==> config.mk <==
export PLATFORM = sky130hd
export DESIGN_NAME = framed_message_receiver_unit
export DESIGN_NICKNAME = d
export VERILOG_FILES = /design/src/fmr_pkg.sv /design/src/fmr_ctrl.sv /design/src/fmr_datapath.sv /design/src/framed_message_receiver_unit.sv
export SDC_FILE = /design/constraint.sdc
export NUM_CORES = 1
export LEC_CHECK = 0
export ABC_AREA = 1
export CORE_MARGIN = 8
export CORE_UTILIZATION = 54
export DETAILED_ROUTE_END_ITERATION = 6
export DONT_BUFFER_PORTS = 1
export PLACE_DENSITY = 0.72
export SYNTH_ARGS = -nofsm -noshare
export SYNTH_HDL_FRONTEND = slang
export SYNTH_SLANG_ARGS = --single-unit
==> constraint.sdc <==
create_clock -name clk -period 6.1 [get_ports clk]
set_input_delay 0.915 -clock clk [delete_from_list [all_inputs] [get_ports clk]]
set_output_delay 0.915 -clock clk [all_outputs]
set_load 0.005 [all_outputs]
==> src/fmr_pkg.sv <==
// Shared types and constants for the framed message receiver.
// Used by the controller, the datapath and the top level; no dependencies.
`timescale 1ns / 1ps
`default_nettype none

package fmr_pkg;

  // Payload buffer size and the largest accepted declared length
  localparam int BUF_BYTES = 64;
  localparam int MAX_LEN   = BUF_BYTES - 8;
  localparam int PTR_W     = $clog2(BUF_BYTES);
  localparam int LEN_W     = 6;
  localparam logic [7:0] SUM_INIT = 8'hFF;

  // Configuration register indexes
  typedef enum logic [2:0] {
    CFG_START_MARKER = 3'd0,
    CFG_END_MARKER   = 3'd1,
    CFG_OWN_ADDRESS  = 3'd2,
    CFG_SOURCE_A     = 3'd3,
    CFG_SOURCE_B     = 3'd4,
    CFG_SOURCE_C     = 3'd5,
    CFG_SOURCE_D     = 3'd6
  } cfg_idx_t;

  // Receiver phases
  typedef enum logic [3:0] {
    ST_IDLE,
    ST_ADDR,
    ST_SOURCE,
    ST_COUNT,
    ST_LEN_HI,
    ST_LEN_LO,
    ST_DATA,
    ST_CHECK,
    ST_TAIL,
    ST_DRAIN
  } state_t;

  // Controller to datapath commands
  typedef struct packed {
    logic clr_frame;   // reset position, sum and zero flag
    logic ld_source;   // capture sender code
    logic ld_count;    // capture message count byte
    logic ld_len_hi;   // capture length high byte
    logic ld_len_lo;   // capture length low byte
    logic data_wr;     // store one payload byte
    logic start_drain; // rewind the read pointer
    logic drain;       // release stored payload
  } fmr_cmd_t;

  // Datapath to controller status
  typedef struct packed {
    logic is_start;    // word equals start marker
    logic is_end;      // word equals end marker
    logic addr_match;  // word equals own address
    logic src_match;   // word equals one of the sender ids
    logic len_ok;      // declared length at most MAX_LEN
    logic last_pos;    // this payload word completes the payload
    logic sum_match;   // word equals running checksum
    logic last_load;   // final payload word moves to the output
  } fmr_sts_t;

endpackage

`default_nettype wire

==> src/fmr_ctrl.sv <==
// Frame parser controller: phase state machine issuing datapath commands.
// Depends on fmr_pkg.
`timescale 1ns / 1ps
`default_nettype none

module fmr_ctrl (
  input  wire                clk,
  input  wire                rst_n,
  input  wire                in_accept,
  input  fmr_pkg::fmr_sts_t  sts,
  output fmr_pkg::fmr_cmd_t  cmd,
  output logic               in_ready
);
  import fmr_pkg::*;

  state_t state_r, state_nxt;

  // State register
  always_ff @(posedge clk) begin
    if (!rst_n) begin
      state_r <= ST_IDLE;
    end else begin
      state_r <= state_nxt;
    end
  end

  // Next state and commands
  always_comb begin
    state_nxt = state_r;
    cmd       = '0;
    in_ready  = (state_r != ST_DRAIN);
    unique case (state_r)
      ST_IDLE: begin
        if (in_accept) begin
          cmd.clr_frame = 1'b1;
          if (sts.is_start) state_nxt = ST_ADDR;
        end
      end
      ST_ADDR: begin
        if (in_accept) state_nxt = sts.addr_match ? ST_SOURCE : ST_IDLE;
      end
      ST_SOURCE: begin
        if (in_accept) begin
          cmd.ld_source = 1'b1;
          state_nxt = sts.src_match ? ST_COUNT : ST_IDLE;
        end
      end
      ST_COUNT: begin
        if (in_accept) begin
          cmd.ld_count = 1'b1;
          state_nxt = ST_LEN_HI;
        end
      end
      ST_LEN_HI: begin
        if (in_accept) begin
          cmd.ld_len_hi = 1'b1;
          state_nxt = ST_LEN_LO;
        end
      end
      ST_LEN_LO: begin
        if (in_accept) begin
          cmd.ld_len_lo = 1'b1;
          state_nxt = sts.len_ok ? ST_DATA : ST_IDLE;
        end
      end
      ST_DATA: begin
        if (in_accept) begin
          cmd.data_wr = 1'b1;
          // Final byte wins over marker checks
          if (sts.last_pos) begin
            state_nxt = ST_CHECK;
          end else if (sts.is_start) begin
            cmd.clr_frame = 1'b1;
            state_nxt = ST_ADDR;
          end else if (sts.is_end) begin
            state_nxt = ST_IDLE;
          end
        end
      end
      ST_CHECK: begin
        if (in_accept) state_nxt = sts.sum_match ? ST_TAIL : ST_IDLE;
      end
      ST_TAIL: begin
        if (in_accept) begin
          if (sts.is_end) begin
            cmd.start_drain = 1'b1;
            state_nxt = ST_DRAIN;
          end else begin
            state_nxt = ST_IDLE;
          end
        end
      end
      ST_DRAIN: begin
        cmd.drain = 1'b1;
        if (sts.last_load) state_nxt = ST_IDLE;
      end
      default: state_nxt = ST_IDLE;
    endcase
  end

  a_drain_exit: assert property (@(posedge clk) disable iff (!rst_n)
    sts.last_load |=> state_r == ST_IDLE)
    else $error("drain did not end after final word");

  a_drain_hold: assert property (@(posedge clk) disable iff (!rst_n)
    (state_r == ST_DRAIN && !sts.last_load) |=> state_r == ST_DRAIN)
    else $error("drain left before final word");

  a_drain_entry: assert property (@(posedge clk) disable iff (!rst_n)
    cmd.start_drain |=> state_r == ST_DRAIN)
    else $error("good frame did not start drain");

endmodule

`default_nettype wire

==> src/fmr_datapath.sv <==
// Frame parser datapath: config registers, header capture, checksum,
// payload buffer and output register. Depends on fmr_pkg.
`timescale 1ns / 1ps
`default_nettype none

module fmr_datapath (
  input  wire                clk,
  input  wire                rst_n,
  input  wire                cfg_we,
  input  wire  [2:0]         cfg_addr,
  input  wire  [7:0]         cfg_data,
  input  wire  [7:0]         rx_byte,
  input  fmr_pkg::fmr_cmd_t  cmd,
  output fmr_pkg::fmr_sts_t  sts,
  input  wire                out_ready,
  output logic               out_valid,
  output logic [7:0]         out_payload,
  output logic               out_last,
  output logic [1:0]         out_source,
  output logic [7:0]         out_count,
  output logic [fmr_pkg::LEN_W-1:0] out_length
);
  import fmr_pkg::*;

  logic [7:0] start_r, end_r, addr_r, src_a_r, src_b_r, src_c_r, src_d_r;
  logic [7:0] sum_r;
  logic       zero_r;
  logic [PTR_W-1:0] pos_r;
  logic       hi_nz_r;
  logic [LEN_W-1:0] len_r;
  logic [1:0] source_r, source_nxt;
  logic       src_hit;
  logic [7:0] count_r;
  logic [7:0] mem [BUF_BYTES];
  logic [PTR_W-1:0] rd_ptr_r, rd_ptr_nxt;
  logic [7:0] rd_q_r;
  logic       out_valid_r;
  logic [7:0] out_payload_r;
  logic       out_last_r;
  logic [1:0] out_source_r;
  logic [7:0] out_count_r;
  logic [LEN_W-1:0] out_length_r;
  logic       load;
  logic       zero_nxt;

  // Configuration writes
  always_ff @(posedge clk) begin
    if (!rst_n) begin
      start_r <= 8'd2;
      end_r   <= 8'd3;
      addr_r  <= 8'd0;
      src_a_r <= 8'd0;
      src_b_r <= 8'd0;
      src_c_r <= 8'd0;
      src_d_r <= 8'd0;
    end else if (cfg_we) begin
      unique case (cfg_addr)
        CFG_START_MARKER: start_r <= cfg_data;
        CFG_END_MARKER:   end_r   <= cfg_data;
        CFG_OWN_ADDRESS:  addr_r  <= cfg_data;
        CFG_SOURCE_A:     src_a_r <= cfg_data;
        CFG_SOURCE_B:     src_b_r <= cfg_data;
        CFG_SOURCE_C:     src_c_r <= cfg_data;
        CFG_SOURCE_D:     src_d_r <= cfg_data;
        default: ;
      endcase
    end
  end

  // Sender lookup, lowest code wins
  always_comb begin
    source_nxt = 2'd0;
    src_hit    = 1'b1;
    if (rx_byte == src_a_r)      source_nxt = 2'd0;
    else if (rx_byte == src_b_r) source_nxt = 2'd1;
    else if (rx_byte == src_c_r) source_nxt = 2'd2;
    else if (rx_byte == src_d_r) source_nxt = 2'd3;
    else                         src_hit = 1'b0;
  end

  // Status toward the controller
  assign load           = cmd.drain && (!out_valid_r || out_ready);
  assign sts.is_start   = (rx_byte == start_r);
  assign sts.is_end     = (rx_byte == end_r);
  assign sts.addr_match = (rx_byte == addr_r);
  assign sts.src_match  = src_hit;
  assign sts.len_ok     = !hi_nz_r && (rx_byte <= 8'(MAX_LEN));
  assign sts.last_pos   = ((pos_r + PTR_W'(1)) >= PTR_W'(len_r));
  assign sts.sum_match  = (rx_byte == sum_r);
  assign sts.last_load  = load && (rd_ptr_r == PTR_W'(len_r - LEN_W'(1)));

  assign zero_nxt = zero_r || (rx_byte == 8'd0);

  // Frame control: position, checksum, zero flag
  always_ff @(posedge clk) begin
    if (!rst_n) begin
      pos_r  <= '0;
      sum_r  <= SUM_INIT;
      zero_r <= 1'b0;
    end else if (cmd.clr_frame) begin
      pos_r  <= '0;
      sum_r  <= SUM_INIT;
      zero_r <= 1'b0;
    end else if (cmd.data_wr) begin
      pos_r  <= pos_r + PTR_W'(1);
      zero_r <= zero_nxt;
      if (!zero_nxt) sum_r <= sum_r + rx_byte;
    end
  end

  // Header capture
  always_ff @(posedge clk) begin
    if (cmd.ld_source && src_hit) source_r <= source_nxt;
    if (cmd.ld_count)  count_r <= rx_byte;
    if (cmd.ld_len_hi) hi_nz_r <= (rx_byte != 8'd0);
    // A zero length still carries one payload word
    if (cmd.ld_len_lo) len_r <= (rx_byte == 8'd0) ? LEN_W'(1) : rx_byte[LEN_W-1:0];
  end

  // Read pointer for the release
  always_comb begin
    rd_ptr_nxt = rd_ptr_r;
    if (cmd.start_drain) rd_ptr_nxt = '0;
    else if (load)       rd_ptr_nxt = rd_ptr_r + PTR_W'(1);
  end

  always_ff @(posedge clk) begin
    if (!rst_n) begin
      rd_ptr_r <= '0;
    end else begin
      rd_ptr_r <= rd_ptr_nxt;
    end
  end

  // Payload buffer, one write and one registered read port
  always_ff @(posedge clk) begin
    if (cmd.data_wr) mem[pos_r] <= rx_byte;
    rd_q_r <= mem[rd_ptr_nxt];
  end

  // Output register
  always_ff @(posedge clk) begin
    if (!rst_n) begin
      out_valid_r <= 1'b0;
    end else if (load) begin
      out_valid_r <= 1'b1;
    end else if (out_ready) begin
      out_valid_r <= 1'b0;
    end
  end

  always_ff @(posedge clk) begin
    if (load) begin
      out_payload_r <= rd_q_r;
      out_last_r    <= sts.last_load;
      out_source_r  <= source_r;
      out_count_r   <= count_r;
      out_length_r  <= len_r;
    end
  end

  assign out_valid   = out_valid_r;
  assign out_payload = out_payload_r;
  assign out_last    = out_last_r;
  assign out_source  = out_source_r;
  assign out_count   = out_count_r;
  assign out_length  = out_length_r;

  a_wr_in_range: assert property (@(posedge clk) disable iff (!rst_n)
    cmd.data_wr |-> PTR_W'(pos_r) < PTR_W'(len_r))
    else $error("payload write beyond declared length");

  a_rd_in_range: assert property (@(posedge clk) disable iff (!rst_n)
    load |-> rd_ptr_r < PTR_W'(len_r))
    else $error("payload read beyond declared length");

  a_len_sane: assert property (@(posedge clk) disable iff (!rst_n)
    cmd.drain |-> (len_r != '0 && len_r <= LEN_W'(MAX_LEN)))
    else $error("release with bad length");

endmodule

`default_nettype wire

==> src/framed_message_receiver_unit.sv <==
// Top level of the framed message receiver: stream ports and config port.
// Instantiates fmr_ctrl and fmr_datapath; depends on fmr_pkg.
`timescale 1ns / 1ps
`default_nettype none

// Byte-stream frame receiver. Each input word is one received byte; the
// input stays ready while a frame is being parsed: start marker, own
// address, sender id, message count, 16-bit length, payload, checksum,
// end marker. A frame that passes every check releases its payload words
// (1 to 56) on the output stream, with tlast on the final word and the
// sender code on tuser. After the end byte is taken, the input stays not
// ready until all n payload words have moved into the output register.
// The payload buffer has one read port and delivers one word per cycle
// while the output is not stalled. Configuration is written through
// cfg_we/cfg_addr/cfg_data while no frame is in flight.
module framed_message_receiver_unit (
  input  wire         clk,
  input  wire         rst_n,
  // configuration
  input  wire         cfg_we,
  input  wire  [2:0]  cfg_addr,
  input  wire  [7:0]  cfg_data,
  // input stream
  input  wire         in_tvalid,
  output logic        in_tready,
  input  wire  [7:0]  in_tdata,   // [7:0] rx_byte
  // output stream
  output logic        out_tvalid,
  input  wire         out_tready,
  output logic [23:0] out_tdata,  // [7:0] payload_byte, [15:8] message_count,
                                  // [21:16] payload_length, [23:22] zero
  output logic        out_tlast,  // last_byte
  output logic [1:0]  out_tuser   // [1:0] source_code
);
  import fmr_pkg::*;

  fmr_cmd_t         cmd;
  fmr_sts_t         sts;
  logic             in_accept;
  logic [7:0]       payload;
  logic [7:0]       count;
  logic [LEN_W-1:0] length;

  assign in_accept = in_tvalid && in_tready;

  fmr_ctrl u_ctrl (
    .clk       (clk),
    .rst_n     (rst_n),
    .in_accept (in_accept),
    .sts       (sts),
    .cmd       (cmd),
    .in_ready  (in_tready)
  );

  fmr_datapath u_dp (
    .clk         (clk),
    .rst_n       (rst_n),
    .cfg_we      (cfg_we),
    .cfg_addr    (cfg_addr),
    .cfg_data    (cfg_data),
    .rx_byte     (in_tdata),
    .cmd         (cmd),
    .sts         (sts),
    .out_ready   (out_tready),
    .out_valid   (out_tvalid),
    .out_payload (payload),
    .out_last    (out_tlast),
    .out_source  (out_tuser),
    .out_count   (count),
    .out_length  (length)
  );

  // Pack the result word
  assign out_tdata = {2'b00, length, count, payload};

endmodule

`default_nettype wire
==> summary.txt <==
Logic synthesis
  – Largest family of logic cells by synthesized area: simple AND/OR/NAND/NOR gates
  – Yosys top cell by area: edfxtp_1
  – Mux share of post-synthesis cell area: 0%
  – Synth Area in Adders: 0.771%
  – Top area cells in the synthesized netlist: edfxtp_1, nand3_1, dfxtp_1
  – Mapped Avg Cell Area: 10.3 µm²
  – Post-synth EDFFs: 554
  – Proportion of netlist area held by the largest area contributor: 58.3%
  – Compound-gate portion of the synthesized area: 3.19%
  – Yosys warns: 0
  – Post-Synth Simple-Gate Area: 23.1%
  – Synth cell types: 43
  – Top FF cell, synth: edfxtp_1
  – Cell area after synthesis: 28600 µm²
  – Xor/xnor share of the synthesized area: 1.69%
  – Gate Count Post-Synth: 2778
  – FFs w/ async S/R, synth: 0%
  – Synth Register Bits: 644
  – Seq/Total Area, Yosys: 64.6%

Power and ir drop
  – Worst IR drop on VDD: 194 µV
  – Leak: 11.8 nW
  – Pwr per Cell Area: 289 nW/µm²

Clocking
  – Clk_lat worst skew: 0.59 ns
  – Clock Sinks: 644
  – Cells resized by post-CTS repair: 0
  – Number of CTS-inserted buffers: 67
  – Max clock buf depth: 3
  – Clk root buf: clkbuf_16
  – Htree depth: 3
  – CTS tree: yes
  – Hold_buf cts: 0
  – Worst-path clk slew: 0.06 ns
  – Post-CTS setup buffer count: 0

Global routing
  – Number of global-route vias before repair: 19.2k
  – Global-route wire length before repair: 110000 µm
  – Total grt overflow: 0
  – Antenna violations before repair: 0
  – Largest net degree at the start of global routing: 137
  – Gr usage total: 23.2%

Detailed routing
  – Routed Antenna Nets: 0
  – Vias: 19.7k
  – Via-per-instance ratio: 5.72
  – Initial detailed-routing violation count: 2234
  – Post-Route WL: 70800 µm
  – Drt pass-1 iters: 6
  – Drc violations: 0
  – Routed len/inst: 20.5 µm

Place
  – Detailed Place HPWL: 40200 µm
  – GPL Wtd Cong: 0.836
  – I/O Buffers: 0

Die
  – I/O pin total: 53
  – Core ar.: 52400 µm²
  – Chip width: 246 µm
  – Starting Density: 54.4%
  – Die Area: 60500 µm²
  – Row cnt: 84
  – Die H: 246 µm

Layout
  – N_diodes: 0
  – Filler cells: 4275
  – Area Growth Syn to Fin: 8.75%
  – Layout cells sized above 1: 5.24%
  – Nets: 2757

Critical path
  – Crit Path Category: reg2reg
  – FF-to-FF Start: u_ctrl.state_r[2]
  – Crit. End Element: flip-flop
  – CP most frequent cell: nor2_1
  – R2R depth: 8
  – Worst EP arrival: 4.07 ns
  – Slowest stage delay, CP: 0.99 ns
  – Critical path's slowest cell: nor2_1
  – Reg2Reg Setup Slack: 2.24 ns
  – CP required: 6.32 ns
  – CP Cell Sequence: inv_1, nor2_1, inv_1, nor3_1, nand2_1, nor2_1, nand3_1, nor2_1
  – FF-to-FF End: u_dp.mem[41][4]
  – Startpoint Class: flip-flop
  – Crit Path Max Fanout: 11

STA
  – Final worst path period share: 63.2%
  – Min Hold Slack: 0.412 ns
  – Max-slew violation count: 0
  – Clock skew: 0.0206 ns
  – Worst Tran Pin Value: 1.27 ns
  – Setup violators final: 0
  – Hold Violations, Final: 0
  – Setup TNS: 0 ns
  – F_max: 259 MHz
  – Crit path time final: 3.86 ns
  – Worst slew margin: 15.4%
  – RSZ-0062 raised after global routing: false

Worst hold path
  – WHS Path Cells: 0
  – Min-delay src: u_dp.rd_q_r[1]
  – Hold Path End: u_dp.out_payload[1]
  – Hold Path Class: reg2reg

Run
  – Max-Cap Viols: 0

Status
  – Status: finished, final reports clean
power breakdown:
part           switching, mW  leakage, nW  total (mW)  internal [mW]
Sequential           0.00847         5.71        4.79           4.78
Clock                   1.65         1.08        4.09           2.44
Combinational         0.0491         4.99      0.0862         0.0371
cell type report:
class / count / area [µm²] / share of cell area (%)
Clock buffer: 95 / 1910 / 6.16
Tap cell: 688 / 861 / 2.77
Multi-Input combinational cell: 1683 / 8240 / 26.5
Clock inverter: 25 / 290 / 0.935
Inverter: 303 / 1140 / 3.69
Timing Repair Buffer: 17 / 165 / 0.532
Sequential cell: 644 / 18400 / 59.4
cells in the final DEF, fill, tap and decap left out, types with 2 or more instances in the layout:
cell type,Yosys,layout
edfxtp_1,554,554
nand2_1,363,362
xnor2_1,36,36
a21oi_1,55,55
nand2_2,4,4
nor3b_1,2,2
conb_1,1,2
o211ai_1,6,6
nor4_1,7,7
clkinv_2,0,9
bufinv_16,0,6
inv_6,0,2
inv_1,296,296
clkbuf_1,36,17
o21ai_0,100,100
ha_1,16,16
buf_4,25,14
clkbuf_8,0,9
a22oi_1,3,3
nand3b_1,139,139
inv_2,5,5
clkinvlp_4,0,2
clkinv_4,0,2
nand3_1,437,437
xor2_1,19,19
nand4_1,11,11
nor2_1,446,446
clkbuf_16,0,69
buf_12,0,3
clkinv_1,1,5
a31oi_1,2,2
nor3_1,10,10
dfxtp_1,90,90
or2_2,12,12
flip-flops by register name, indices dropped and copies added (netlist names), 8 cells and up:
name,flops
u_dp.sum_r,8
u_dp.rd_q_r,8
u_dp.src_a_r,8
u_dp.addr_r,8
u_dp.out_payload,8
u_dp.out_count,8
u_dp.start_r,8
u_dp.mem,512
u_dp.end_r,8
u_dp.src_b_r,8
u_dp.count_r,8
u_dp.src_c_r,8
u_dp.src_d_r,8
critical path, delay by kind of cell (launching register included):
| kind | cells | cell delay (ns) |
|---|---|---|
| DFF | 1 | 0.43 |
| and+or+nand+nor | 6 | 2.83 |
| buffers and inverters | 2 | 0.21 |
synthesized netlist by cell type (2+ instances only):
master / count
a21oi_1: 55
a22oi_1: 3
a31oi_1: 2
buf_1: 21
buf_2: 64
buf_4: 25
buf_6: 3
clkbuf_1: 36
dfxtp_1: 90
edfxtp_1: 554
ha_1: 16
inv_1: 296
inv_2: 5
nand2_1: 363
nand2_2: 4
nand3_1: 437
nand3b_1: 139
nand4_1: 11
nor2_1: 446
nor3_1: 10
nor3b_1: 2
nor4_1: 7
o211ai_1: 6
o21ai_0: 100
or2_2: 12
xnor2_1: 36
xor2_1: 19
layer usage:
metal / global-route usage (%) / share of wire (%)
met4: 9.41 / 3.8
met2: 37.6 / 48
met5: 0 / 0
met1: 31.1 / 41
met3: 3.91 / 7.7
worst max-delay path by stage:
stage                      start              end  slack (ns)
6_report       u_ctrl.state_r[2]  u_dp.mem[41][4]        2.24
3_3_place_gp          out_tready   u_dp.rd_q_r[1]        2.20
4_1_cts        u_ctrl.state_r[2]  u_dp.mem[41][4]        2.32
5_1_grt        u_ctrl.state_r[2]  u_dp.mem[41][5]        1.99
3_5_place_dp          out_tready   u_dp.rd_q_r[1]        2.15
2_1_floorplan         out_tready   u_dp.rd_q_r[5]        3.24
through the flow:
| stage | util [%] | power [mW] | instance area [µm²] | worst slack [ns] | std cells |
|---|---|---|---|---|---|
| final | 59.2 | 8.97 | 31100 | 2.24 | 3455 |
| after global routing | 59.2 | 9.19 | 31100 | 1.99 | 3455 |
| after CTS | 59.2 | 9.01 | 31100 | 2.32 | 3455 |
| after detailed placement | 55.0 | 4.97 | 28900 | 2.15 | 3335 |
| after global placement | 55.0 | 4.96 | 28900 | 2.20 | 3335 |
| after floorplan | - | 4.97 | 28600 | 3.24 | 2779 |
kinds of logic after synthesis:
group           count (synthesis)
simple gates                 1436
flops                         644
buf+inv                       452
compound gates                173
xor+xnor                       55
fa+ha+maj                      17
other cells                     1
Power figures use the tool's default switching activity.
